**config.mk**
```make
export PLATFORM = sky130hd
export DESIGN_NAME = relay_timer_pulse_blink_controller
export DESIGN_NICKNAME = d
export VERILOG_FILES = /design/src/hw/rtl/rtpb_pkg.sv /design/src/hw/rtl/rtpb_ctrl.sv /design/src/hw/rtl/rtpb_datapath.sv /design/src/hw/rtl/relay_timer_pulse_blink_controller.sv
export SDC_FILE = /design/constraint.sdc
export NUM_CORES = 1
export LEC_CHECK = 0
export ABC_CLOCK_PERIOD_IN_PS = 18140
export BUFFER_PORTS_ARGS = -buffer_cell sky130_fd_sc_hd__buf_2
export CAP_MARGIN = 20
export CORE_UTILIZATION = 55
export CTS_CLUSTER_SIZE = 30
export DETAILED_ROUTE_END_ITERATION = 7
export PLACE_DENSITY = 0.7
export SYNTH_ARGS = -nofsm -noshare
export SYNTH_HDL_FRONTEND = slang
export SYNTH_HIERARCHICAL = 1
export SYNTH_SLANG_ARGS = --single-unit
```
**constraint.sdc**
```tcl
create_clock -name clk -period 18.14 [get_ports clk]
set_clock_uncertainty 0.05 [all_clocks]
set_input_delay 0.907 -clock clk [delete_from_list [all_inputs] [get_ports clk]]
set_output_delay 0.907 -clock clk [all_outputs]
set_load 0.05 [all_outputs]
```
**src/hw/rtl/rtpb_pkg.sv**
```systemverilog
// Shared constants, field layout and control types for the relay timer controller.
package rtpb_pkg;

  // Channel count and derived widths
  localparam int CHANNELS = 8;
  localparam int IDX_W    = (CHANNELS > 1) ? $clog2(CHANNELS) : 1;
  localparam int SEL_W    = (IDX_W > 3) ? IDX_W : 3;
  localparam int CNT_W    = $clog2(CHANNELS + 1);

  // Field widths
  localparam int KIND_W  = 3;
  localparam int CH_W    = 3;
  localparam int SECS_W  = 16;
  localparam int MS_W    = 24;
  localparam int CYC_W   = 16;
  localparam int EL_W    = 26;
  localparam int MODE_W  = 2;
  localparam int LVL_OUT_W = 8;
  localparam int CHG_W   = 4;

  // in_tdata layout, lowest bit up
  localparam int IN_CH_LO    = 0;
  localparam int IN_LVL_LO   = IN_CH_LO + CH_W;
  localparam int IN_SECS_LO  = IN_LVL_LO + 1;
  localparam int IN_PULSE_LO = IN_SECS_LO + SECS_W;
  localparam int IN_ON_LO    = IN_PULSE_LO + MS_W;
  localparam int IN_OFF_LO   = IN_ON_LO + MS_W;
  localparam int IN_CYC_LO   = IN_OFF_LO + MS_W;
  localparam int IN_USED_W   = IN_CYC_LO + CYC_W;
  localparam int IN_DATA_W   = ((IN_USED_W + 7) / 8) * 8;

  // out_tdata layout, lowest bit up
  localparam int OUT_CHG_LO  = LVL_OUT_W;
  localparam int OUT_ON_LO   = OUT_CHG_LO + CHG_W;
  localparam int OUT_MODE_LO = OUT_ON_LO + 1;
  localparam int OUT_USED_W  = OUT_MODE_LO + MODE_W;
  localparam int OUT_DATA_W  = ((OUT_USED_W + 7) / 8) * 8;

  // Command kinds
  localparam logic [KIND_W-1:0] KIND_TICK    = 3'd0;
  localparam logic [KIND_W-1:0] KIND_SET_CH  = 3'd1;
  localparam logic [KIND_W-1:0] KIND_SET_ALL = 3'd2;
  localparam logic [KIND_W-1:0] KIND_TIMER   = 3'd3;
  localparam logic [KIND_W-1:0] KIND_PULSE   = 3'd4;
  localparam logic [KIND_W-1:0] KIND_BLINK   = 3'd5;

  // Channel modes
  localparam logic [MODE_W-1:0] MODE_TOGGLE = 2'd0;
  localparam logic [MODE_W-1:0] MODE_TIMER  = 2'd1;
  localparam logic [MODE_W-1:0] MODE_PULSE  = 2'd2;
  localparam logic [MODE_W-1:0] MODE_BLINK  = 2'd3;

  localparam int MS_PER_SECOND = 1000;
  localparam logic [EL_W-1:0] ELAPSED_MAX = {EL_W{1'b1}};

  // Controller to datapath commands
  typedef struct packed {
    logic load;      // latch a new item, restart the channel walk
    logic step;      // update the channel at the walk index
    logic load_out;  // move the finished result into the output register
  } dp_cmd_t;

  // Datapath to controller status
  typedef struct packed {
    logic last_ch;   // walk index is on the last channel
  } dp_sts_t;

endpackage

```
**src/hw/rtl/rtpb_ctrl.sv**
```systemverilog
// Sequencer for the relay controller: accept, channel walk, result hand-off.
module rtpb_ctrl (
  input  logic              clk,
  input  logic              rst_n,
  input  logic              in_tvalid,
  output logic              in_tready,
  output logic              out_tvalid,
  input  logic              out_tready,
  output rtpb_pkg::dp_cmd_t cmd,
  input  rtpb_pkg::dp_sts_t sts
);

  typedef enum logic [2:0] {
    ST_IDLE = 3'b001,
    ST_WALK = 3'b010,
    ST_HOLD = 3'b100
  } state_t;

  state_t state_r, state_nxt;
  logic   out_valid_r, out_valid_nxt;
  logic   out_free;

  assign out_free  = !out_valid_r || out_tready;
  assign in_tready = (state_r == ST_IDLE);

  // Commands to the datapath
  always_comb begin
    cmd.load     = in_tvalid && (state_r == ST_IDLE);
    cmd.step     = (state_r == ST_WALK);
    cmd.load_out = (state_r == ST_HOLD) && out_free;
  end

  // Next state
  always_comb begin
    state_nxt = state_r;
    case (state_r)
      ST_IDLE: begin
        if (in_tvalid) state_nxt = ST_WALK;
      end
      ST_WALK: begin
        if (sts.last_ch) state_nxt = ST_HOLD;
      end
      ST_HOLD: begin
        if (out_free) state_nxt = ST_IDLE;
      end
      default: state_nxt = ST_IDLE;
    endcase
  end

  // Output valid flag
  always_comb begin
    out_valid_nxt = out_valid_r;
    if (cmd.load_out) out_valid_nxt = 1'b1;
    else if (out_tready) out_valid_nxt = 1'b0;
  end

  assign out_tvalid = out_valid_r;

  always_ff @(posedge clk) begin
    if (!rst_n) begin
      state_r     <= ST_IDLE;
      out_valid_r <= 1'b0;
    end else begin
      state_r     <= state_nxt;
      out_valid_r <= out_valid_nxt;
    end
  end

`ifndef SYNTHESIS
  // A result is never written over one that has not been taken
  a_no_overwrite: assert property (@(posedge clk) disable iff (!rst_n)
    cmd.load_out |-> (!out_valid_r || out_tready))
    else $error("result overwritten before it was taken");

  // The hold state is reached only from the last channel of a walk
  a_walk_done: assert property (@(posedge clk) disable iff (!rst_n)
    (state_r == ST_HOLD && $past(state_r) != ST_HOLD) |->
      ($past(state_r) == ST_WALK && $past(sts.last_ch)))
    else $error("walk ended early");

  // An accepted item always starts a walk
  a_accept_walk: assert property (@(posedge clk) disable iff (!rst_n)
    (in_tvalid && in_tready) |=> (state_r == ST_WALK))
    else $error("accepted item did not start a walk");
`endif

endmodule

```
**src/hw/rtl/rtpb_datapath.sv**
```systemverilog
// Per-channel state, channel walk update, status capture and result register.
module rtpb_datapath (
  input  logic                            clk,
  input  logic                            rst_n,
  input  rtpb_pkg::dp_cmd_t               cmd,
  output rtpb_pkg::dp_sts_t               sts,
  input  logic [rtpb_pkg::KIND_W-1:0]     in_tuser,
  input  logic [rtpb_pkg::IN_DATA_W-1:0]  in_tdata,
  output logic [rtpb_pkg::OUT_DATA_W-1:0] out_tdata
);

  localparam int EW = rtpb_pkg::EL_W;
  localparam int MW = rtpb_pkg::MS_W;
  localparam int CW = rtpb_pkg::CYC_W;
  localparam int NC = rtpb_pkg::CHANNELS;

  // Latched item
  logic [rtpb_pkg::KIND_W-1:0] kind_r;
  logic [rtpb_pkg::CH_W-1:0]   ch_r;
  logic                        level_r;
  logic [rtpb_pkg::SECS_W-1:0] secs_r;
  logic [MW-1:0]               pulse_r, on_in_r, off_in_r;
  logic [CW-1:0]               cyc_in_r;

  // Per-channel state
  logic [rtpb_pkg::MODE_W-1:0] mode_r [NC];
  logic [EW-1:0]               el_r   [NC];
  logic [EW-1:0]               dur_r  [NC];
  logic [MW-1:0]               onl_r  [NC];
  logic [MW-1:0]               offl_r [NC];
  logic [CW-1:0]               cyc_r  [NC];
  logic [NC-1:0]               inon_r;
  logic [NC-1:0]               active_r;
  logic [NC-1:0]               phys_r;

  // Walk and accumulators
  logic [rtpb_pkg::IDX_W-1:0]  idx_r;
  logic [rtpb_pkg::CNT_W-1:0]  acc_r, acc_nxt;
  logic                        st_on_r, st_on_nxt;
  logic [rtpb_pkg::MODE_W-1:0] st_mode_r, st_mode_nxt;

  // Result register
  logic [rtpb_pkg::LVL_OUT_W-1:0] out_lvl_r;
  logic [rtpb_pkg::CHG_W-1:0]     out_chg_r;
  logic                           out_on_r;
  logic [rtpb_pkg::MODE_W-1:0]    out_mode_r;

  // Current channel values and next values
  logic [rtpb_pkg::MODE_W-1:0] rd_mode, mode_nxt;
  logic [EW-1:0]               rd_el, el_nxt, el_inc, limit, dur_nxt, dur_timer;
  logic [MW-1:0]               onl_nxt, offl_nxt;
  logic [CW-1:0]               rd_cyc, cyc_nxt, cyc_dec;
  logic                        rd_inon, inon_nxt, rd_act, act_nxt, rd_phys, phys_nxt;
  logic                        tgt;
  logic [rtpb_pkg::LVL_OUT_W-1:0] levels;
  logic [rtpb_pkg::CNT_W+3:0]  acc_wide;

  assign sts.last_ch = (idx_r == rtpb_pkg::IDX_W'(NC - 1));
  assign tgt = (rtpb_pkg::SEL_W'(idx_r) == rtpb_pkg::SEL_W'(ch_r));

  assign rd_mode = mode_r[idx_r];
  assign rd_el   = el_r[idx_r];
  assign rd_cyc  = cyc_r[idx_r];
  assign rd_inon = inon_r[idx_r];
  assign rd_act  = active_r[idx_r];
  assign rd_phys = phys_r[idx_r];

  // Timer length in ms, constant multiply
  assign dur_timer = EW'(secs_r) * EW'(rtpb_pkg::MS_PER_SECOND);

  // Saturating elapsed count, current phase limit, blink countdown
  assign el_inc  = (rd_el == rtpb_pkg::ELAPSED_MAX) ? rd_el : rd_el + EW'(1);
  assign limit   = rd_inon ? EW'(onl_r[idx_r]) : EW'(offl_r[idx_r]);
  assign cyc_dec = (rd_cyc != '0) ? rd_cyc - CW'(1) : rd_cyc;

  // Update of the channel at the walk index
  always_comb begin
    mode_nxt = rd_mode;
    el_nxt   = rd_el;
    dur_nxt  = dur_r[idx_r];
    onl_nxt  = onl_r[idx_r];
    offl_nxt = offl_r[idx_r];
    cyc_nxt  = rd_cyc;
    inon_nxt = rd_inon;
    act_nxt  = rd_act;
    phys_nxt = rd_phys;
    case (kind_r)
      rtpb_pkg::KIND_TICK: begin
        if (rd_act) begin
          el_nxt = el_inc;
          if (rd_mode == rtpb_pkg::MODE_TIMER || rd_mode == rtpb_pkg::MODE_PULSE) begin
            if (el_inc >= dur_r[idx_r]) begin
              act_nxt  = 1'b0;
              phys_nxt = 1'b0;
            end
          end else if (rd_mode == rtpb_pkg::MODE_BLINK) begin
            if (el_inc >= limit) begin
              el_nxt = '0;
              if (rd_inon) begin
                inon_nxt = 1'b0;
                phys_nxt = 1'b0;
              end else begin
                cyc_nxt = cyc_dec;
                if (cyc_dec == '0) begin
                  act_nxt = 1'b0;
                end else begin
                  inon_nxt = 1'b1;
                  phys_nxt = 1'b1;
                end
              end
            end
          end
        end
      end
      rtpb_pkg::KIND_SET_ALL: begin
        act_nxt  = 1'b0;
        mode_nxt = rtpb_pkg::MODE_TOGGLE;
        phys_nxt = level_r;
      end
      rtpb_pkg::KIND_SET_CH: begin
        if (tgt) begin
          act_nxt  = 1'b0;
          mode_nxt = rtpb_pkg::MODE_TOGGLE;
          phys_nxt = level_r;
        end
      end
      rtpb_pkg::KIND_TIMER: begin
        if (tgt) begin
          mode_nxt = rtpb_pkg::MODE_TIMER;
          act_nxt  = 1'b1;
          el_nxt   = '0;
          dur_nxt  = dur_timer;
          phys_nxt = 1'b1;
        end
      end
      rtpb_pkg::KIND_PULSE: begin
        if (tgt) begin
          mode_nxt = rtpb_pkg::MODE_PULSE;
          act_nxt  = 1'b1;
          el_nxt   = '0;
          dur_nxt  = EW'(pulse_r);
          phys_nxt = 1'b1;
        end
      end
      rtpb_pkg::KIND_BLINK: begin
        if (tgt) begin
          mode_nxt = rtpb_pkg::MODE_BLINK;
          act_nxt  = 1'b1;
          el_nxt   = '0;
          onl_nxt  = on_in_r;
          offl_nxt = off_in_r;
          cyc_nxt  = cyc_in_r;
          inon_nxt = 1'b1;
          phys_nxt = 1'b1;
        end
      end
      default: begin
      end
    endcase
  end

  // Change count and addressed channel status
  always_comb begin
    acc_nxt     = acc_r + rtpb_pkg::CNT_W'(phys_nxt != rd_phys);
    st_on_nxt   = st_on_r;
    st_mode_nxt = st_mode_r;
    if (tgt) begin
      st_on_nxt   = phys_nxt;
      st_mode_nxt = act_nxt ? mode_nxt : rtpb_pkg::MODE_TOGGLE;
    end
  end

  // Visible relay levels, channels 0 to 7
  always_comb begin
    levels = '0;
    for (int i = 0; i < rtpb_pkg::LVL_OUT_W; i++) begin
      if (i < NC) levels[i] = phys_r[i % NC];
    end
  end

  assign acc_wide = (rtpb_pkg::CNT_W + 4)'(acc_r);

  // Item latch
  always_ff @(posedge clk) begin
    if (cmd.load) begin
      kind_r   <= in_tuser;
      ch_r     <= in_tdata[rtpb_pkg::IN_CH_LO +: rtpb_pkg::CH_W];
      level_r  <= in_tdata[rtpb_pkg::IN_LVL_LO];
      secs_r   <= in_tdata[rtpb_pkg::IN_SECS_LO +: rtpb_pkg::SECS_W];
      pulse_r  <= in_tdata[rtpb_pkg::IN_PULSE_LO +: MW];
      on_in_r  <= in_tdata[rtpb_pkg::IN_ON_LO +: MW];
      off_in_r <= in_tdata[rtpb_pkg::IN_OFF_LO +: MW];
      cyc_in_r <= in_tdata[rtpb_pkg::IN_CYC_LO +: CW];
    end
  end

  // Walk index, accumulators, status
  always_ff @(posedge clk) begin
    if (!rst_n) begin
      idx_r     <= '0;
      acc_r     <= '0;
      st_on_r   <= 1'b0;
      st_mode_r <= rtpb_pkg::MODE_TOGGLE;
    end else if (cmd.load) begin
      idx_r     <= '0;
      acc_r     <= '0;
      st_on_r   <= 1'b0;
      st_mode_r <= rtpb_pkg::MODE_TOGGLE;
    end else if (cmd.step) begin
      idx_r     <= sts.last_ch ? '0 : idx_r + rtpb_pkg::IDX_W'(1);
      acc_r     <= acc_nxt;
      st_on_r   <= st_on_nxt;
      st_mode_r <= st_mode_nxt;
    end
  end

  // Control part of the channel state
  always_ff @(posedge clk) begin
    if (!rst_n) begin
      active_r <= '0;
      phys_r   <= '0;
      for (int i = 0; i < NC; i++) mode_r[i] <= rtpb_pkg::MODE_TOGGLE;
    end else if (cmd.step) begin
      active_r[idx_r] <= act_nxt;
      phys_r[idx_r]   <= phys_nxt;
      mode_r[idx_r]   <= mode_nxt;
    end
  end

  // Counters and lengths
  always_ff @(posedge clk) begin
    if (cmd.step) begin
      el_r[idx_r]   <= el_nxt;
      dur_r[idx_r]  <= dur_nxt;
      onl_r[idx_r]  <= onl_nxt;
      offl_r[idx_r] <= offl_nxt;
      cyc_r[idx_r]  <= cyc_nxt;
      inon_r[idx_r] <= inon_nxt;
    end
  end

  // Result register
  always_ff @(posedge clk) begin
    if (cmd.load_out) begin
      out_lvl_r  <= levels;
      out_chg_r  <= (acc_wide > (rtpb_pkg::CNT_W + 4)'(15)) ? 4'd15 : acc_wide[3:0];
      out_on_r   <= st_on_r;
      out_mode_r <= st_mode_r;
    end
  end

  assign out_tdata = {{(rtpb_pkg::OUT_DATA_W - rtpb_pkg::OUT_USED_W){1'b0}},
                      out_mode_r, out_on_r, out_chg_r, out_lvl_r};

`ifndef SYNTHESIS
  // No more changes than channels in one item
  a_chg_bound: assert property (@(posedge clk) disable iff (!rst_n)
    acc_r <= rtpb_pkg::CNT_W'(NC))
    else $error("change count above channel count");

  // A set-all item leaves every channel inactive once the walk is done
  a_set_all: assert property (@(posedge clk) disable iff (!rst_n)
    (cmd.step && sts.last_ch && kind_r == rtpb_pkg::KIND_SET_ALL) |=> (active_r == '0))
    else $error("channel still active after set-all");

  // Status mode is never reported for a channel that is not addressed
  a_status_idle: assert property (@(posedge clk) disable iff (!rst_n)
    (cmd.step && idx_r == '0 && !tgt) |=> (st_mode_r == rtpb_pkg::MODE_TOGGLE && !st_on_r))
    else $error("status captured from wrong channel");
`endif

endmodule

```
**src/hw/rtl/relay_timer_pulse_blink_controller.sv**
```systemverilog
// Top level of the eight-channel relay controller with timer, pulse and blink modes.
// Each item walks all CHANNELS channel entries, one per cycle, through one update unit.
// A new item is taken only after the last result has moved into the output register.
// Reset (rst_n low, synchronous): all channels inactive in toggle mode, relays off,
// no result pending.
module relay_timer_pulse_blink_controller (
  input  logic                            clk,
  input  logic                            rst_n,
  input  logic                            in_tvalid,
  output logic                            in_tready,
  // kind[2:0]
  input  logic [rtpb_pkg::KIND_W-1:0]     in_tuser,
  // channel[2:0], level[3], timer_seconds[19:4], pulse_ms[43:20], on_ms[67:44],
  // off_ms[91:68], blink_cycles[107:92], zero fill
  input  logic [rtpb_pkg::IN_DATA_W-1:0]  in_tdata,
  output logic                            out_tvalid,
  input  logic                            out_tready,
  // relay_levels[7:0], change_count[11:8], status_on[12], status_mode[14:13], zero fill
  output logic [rtpb_pkg::OUT_DATA_W-1:0] out_tdata
);

  rtpb_pkg::dp_cmd_t cmd;
  rtpb_pkg::dp_sts_t sts;

  rtpb_ctrl u_ctrl (
    .clk        (clk),
    .rst_n      (rst_n),
    .in_tvalid  (in_tvalid),
    .in_tready  (in_tready),
    .out_tvalid (out_tvalid),
    .out_tready (out_tready),
    .cmd        (cmd),
    .sts        (sts)
  );

  rtpb_datapath u_datapath (
    .clk       (clk),
    .rst_n     (rst_n),
    .cmd       (cmd),
    .sts       (sts),
    .in_tuser  (in_tuser),
    .in_tdata  (in_tdata),
    .out_tdata (out_tdata)
  );

endmodule

```
==> flow_summary.json <==
{
  "proportion_of_synthesized_chip_area_in_sequential_cells_pct": 67.98,
  "hold_path.class": "in2reg",
  "power_leakage_uw": 0.01728,
  "worst-setup-path-type": "reg2reg",
  "cts.repair_timing.setup_buffer_count": 0,
  "synth_area_leader_cell": "sky130_fd_sc_hd__edfxtp_1",
  "clock_latency_ns": 0.69,
  "final_weighted_congestion_in_routability_driven_placement": 0.8802,
  "hold_path_startpoint": "in_tdata[62]",
  "post_route_cells_drive_above_1_share_pct": 21.21,
  "cts_tree": "yes",
  "totalPowerFinal_uw": 5773,
  "crit_top_cell": "sky130_fd_sc_hd__ha_1",
  "avgSynthCellArea_um2": 17.85,
  "critical_path_peak_fanout": 117,
  "detail_route.iter0.violations": 2508,
  "grt_pass1_wl_mm": 163.0,
  "drv.max_cap_violation_count": 0,
  "global_route.overflow_total": 0,
  "synth_seq_cells": 1111,
  "grt_util_all_layers_pct": 24.36,
  "power.ir.vdd_worst_mv": 0.1067,
  "grt_antenna_before_repair": 0,
  "cp_data_arrival_time_ns": 9.88,
  "vertical_die_dimension_um": 299.2,
  "antenna_diode_count": 0,
  "tritoncts_num_sinks": 1111,
  "clockBufferDepth": 3,
  "flow.area_growth_from_synthesis_pct": 11.04,
  "syn_inst": 2723,
  "p_per_area_nw_per_um2": 107.0,
  "boundaryPins": 137,
  "route.final.wire_length_mm": 107.6,
  "post_drt_wl_per_cell_um": 26.13,
  "crit_buf_inv": 1,
  "post_synthesis_async_set_or_reset_flop_share_pct": 0,
  "worstSetupEndpointType": "flop",
  "finalWorstPathRequiredPeriod_ns": 9.360,
  "dp_wirelength_mm": 63.47,
  "family_of_cells_with_the_greatest_summed_delay_on_the_critical_path": "simple AND/OR/NAND/NOR gates",
  "fin_nets": 3153,
  "via_per_inst": 6.318,
  "first_global_vias": 26780,
  "timing.final.max_slew_violations": 0,
  "yosysWarnings": 6,
  "timing.max_slew.rel_slack_pct": 18.75,
  "ys_dominant_reg_cell": "sky130_fd_sc_hd__edfxtp_1",
  "dieArea_um2": 89540,
  "cts_buffers": 112,
  "cts.reportedPaths.clkPinSlew_ns": 0.06,
  "fraction_of_synthesized_cell_area_taken_by_the_top_area_cell_type_pct": 66.62,
  "yosysMostFrequentCell": "sky130_fd_sc_hd__edfxtp_1",
  "synth.cell_area_um2": 48590,
  "transition_time_at_the_pin_with_the_least_slew_margin_ns": 1.219,
  "cts-root-buf": "sky130_fd_sc_hd__clkbuf_16",
  "place.port_buffers": 131,
  "grt_max_degree": 147,
  "total_of_hold_buffers_inserted_after_clock_tree_synthesis": 0,
  "run_status": "complete, no violations",
  "slowest_stage": "sky130_fd_sc_hd__dfxtp_4",
  "drt_first_pass_iters": 5,
  "setup.reg_to_reg.worst_slack_ns": 8.78,
  "most_numerous_cell_types_in_the_synthesized_netlist": "sky130_fd_sc_hd__edfxtp_1 (1078), sky130_fd_sc_hd__mux4_2 (232), sky130_fd_sc_hd__nor2_1 (158)",
  "placeableCoreArea_um2": 87160,
  "grt_setup_unrepaired": "false",
  "number_of_vias_in_the_routed_layout": 26030,
  "htree_levels": 3,
  "worst-endpoint-required_ns": 18.66,
  "finalHoldViolCount": 0,
  "number_of_different_library_cells_in_the_post_synthesis_netlist": 91,
  "antenna_left": 0,
  "start_util_pct": 55.75,
  "setup-violations-final": 0,
  "maximum_clock_frequency_mhz": 106.8,
  "synth_enable_flop_cells": 1078,
  "final_min_period_over_clock_period_pct": 51.60,
  "synth_fp_nets": 3005,
  "timing.setup.tns_ns": 0,
  "critPathLaunchType": "flop",
  "cp_slowest_stage_delay_ns": 0.82,
  "netlist_top_cells_area": "sky130_fd_sc_hd__edfxtp_1 (67%), sky130_fd_sc_hd__mux4_2 (11%), sky130_fd_sc_hd__ha_1 (2.8%)",
  "postCtsResizedCells": 0,
  "remaining_drc_errors": 0,
  "fp-row-count": 108,
  "floorplan_die_width_um": 299.2
}
[final timing paths]
check / cells after the start / end
max: 25 / u_datapath/acc_r[2]
min: 1 / u_datapath/on_in_r[18]
max reg2reg: 25 / u_datapath/acc_r[2]
min reg2reg: 0 / u_datapath/out_lvl_r[2]
[where the power goes]
part	total, uW	internal [uW]	switching [uW]
logic	687	283	404
registers	2870	2850	20.5
clock network	2220	1280	940
total	5770	4410	1370
[routing by layer]
metal | track usage (%) | part of all wire [%] | up-vias
met2 | 39.56 | 49 | 971
met1 | 34.61 | 42 | 13550
met4 | 7.021 | 2.6 | 0
met5 | 0 | 0 | -
met3 | 3.718 | 6.6 | 157
li1 | - | - | 11350
[state kept, by name, summed over array words and instances (netlist names), 16 cells and up, named ones only]
signal and flops:
u_datapath/el_r 208, u_datapath/onl_r 192, u_datapath/cyc_in_r 16, u_datapath/secs_r 16, u_datapath/mode_r 16, u_datapath/off_in_r 24, u_datapath/offl_r 192, u_datapath/pulse_r 24
u_datapath/on_in_r 24, u_datapath/cyc_r 128, u_datapath/dur_r 208
[per-stage QoR]
step                instances  worst slack [ns]  hold slack (ns)  instance area [um^2]  utilization, %
floorplan                2723             10.63           0.3579                 48590               -
global placement         3910             9.246           0.3907                 50390           57.81
detailed placement       3910             8.914           0.4034                 50390           57.81
CTS                      4118             8.909           0.2928                 53950           61.89
global route             4120             8.117           0.3014                 53960           61.91
finish                   4120             8.780           0.3354                 53960           61.91
[placed cells by master, fill, tap and decap left out, types with 9 or more instances in the layout]
| cell type | synthesis | final |
|---|---|---|
| sky130_fd_sc_hd__o21ai_0 | 40 | 40 |
| sky130_fd_sc_hd__a21o_1 | 20 | 20 |
| sky130_fd_sc_hd__o2bb2ai_1 | 10 | 10 |
| sky130_fd_sc_hd__nand3_1 | 58 | 57 |
| sky130_fd_sc_hd__buf_4 | 6 | 29 |
| sky130_fd_sc_hd__xnor2_1 | 31 | 31 |
| sky130_fd_sc_hd__inv_1 | 47 | 39 |
| sky130_fd_sc_hd__buf_2 | 18 | 131 |
| sky130_fd_sc_hd__o22ai_1 | 24 | 24 |
| sky130_fd_sc_hd__nor2b_1 | 15 | 15 |
| sky130_fd_sc_hd__a211oi_1 | 10 | 10 |
| sky130_fd_sc_hd__o21a_1 | 13 | 13 |
| sky130_fd_sc_hd__o221ai_1 | 11 | 10 |
| sky130_fd_sc_hd__ha_1 | 109 | 109 |
| sky130_fd_sc_hd__mux2_2 | 34 | 34 |
| sky130_fd_sc_hd__edfxtp_1 | 1078 | 1078 |
| sky130_fd_sc_hd__a22oi_1 | 15 | 15 |
| sky130_fd_sc_hd__nor2_1 | 158 | 158 |
| sky130_fd_sc_hd__and3_1 | 10 | 10 |
| sky130_fd_sc_hd__nor3_1 | 34 | 33 |
| sky130_fd_sc_hd__xor2_1 | 24 | 24 |
| sky130_fd_sc_hd__dfxtp_1 | 33 | 30 |
| sky130_fd_sc_hd__fa_1 | 54 | 54 |
| sky130_fd_sc_hd__clkinv_2 | 0 | 16 |
| sky130_fd_sc_hd__clkinv_1 | 1 | 27 |
| sky130_fd_sc_hd__nor3b_1 | 10 | 9 |
| sky130_fd_sc_hd__mux2i_1 | 124 | 124 |
| sky130_fd_sc_hd__mux4_2 | 232 | 232 |
| sky130_fd_sc_hd__nand2_1 | 90 | 90 |
| sky130_fd_sc_hd__clkbuf_1 | 62 | 29 |
| sky130_fd_sc_hd__clkbuf_16 | 0 | 114 |
| sky130_fd_sc_hd__nand4_1 | 17 | 17 |
| sky130_fd_sc_hd__o31ai_1 | 14 | 14 |
| sky130_fd_sc_hd__a21oi_1 | 102 | 102 |
| sky130_fd_sc_hd__nand2b_1 | 15 | 15 |
[layout make-up]
type / instances / area [um^2]
Clock inverter: 62 / 555.5
Timing Repair Buffer: 163 / 918.4
Clock buffer: 146 / 3003
Multi-Input combinational cell: 1435 / 14770
Sequential cell: 1111 / 33040
Inverter: 48 / 225.2
Fill cell: 6081 / 33200
Tap cell: 1155 / 1445
[cell families after synthesis]
| group | share of synthesized area (%) |
|---|---|
| other | 0.007717 |
| buffers and inverters | 1.725 |
| AOI/OAI and AO/OA | 4.985 |
| muxes | 14.59 |
| adders and majority gates | 5.031 |
| DFF | 67.98 |
| and+or+nand+nor | 4.697 |
| xor gates and xnor gates | 0.9913 |
Note: power is estimated with default switching activity, not from simulation.
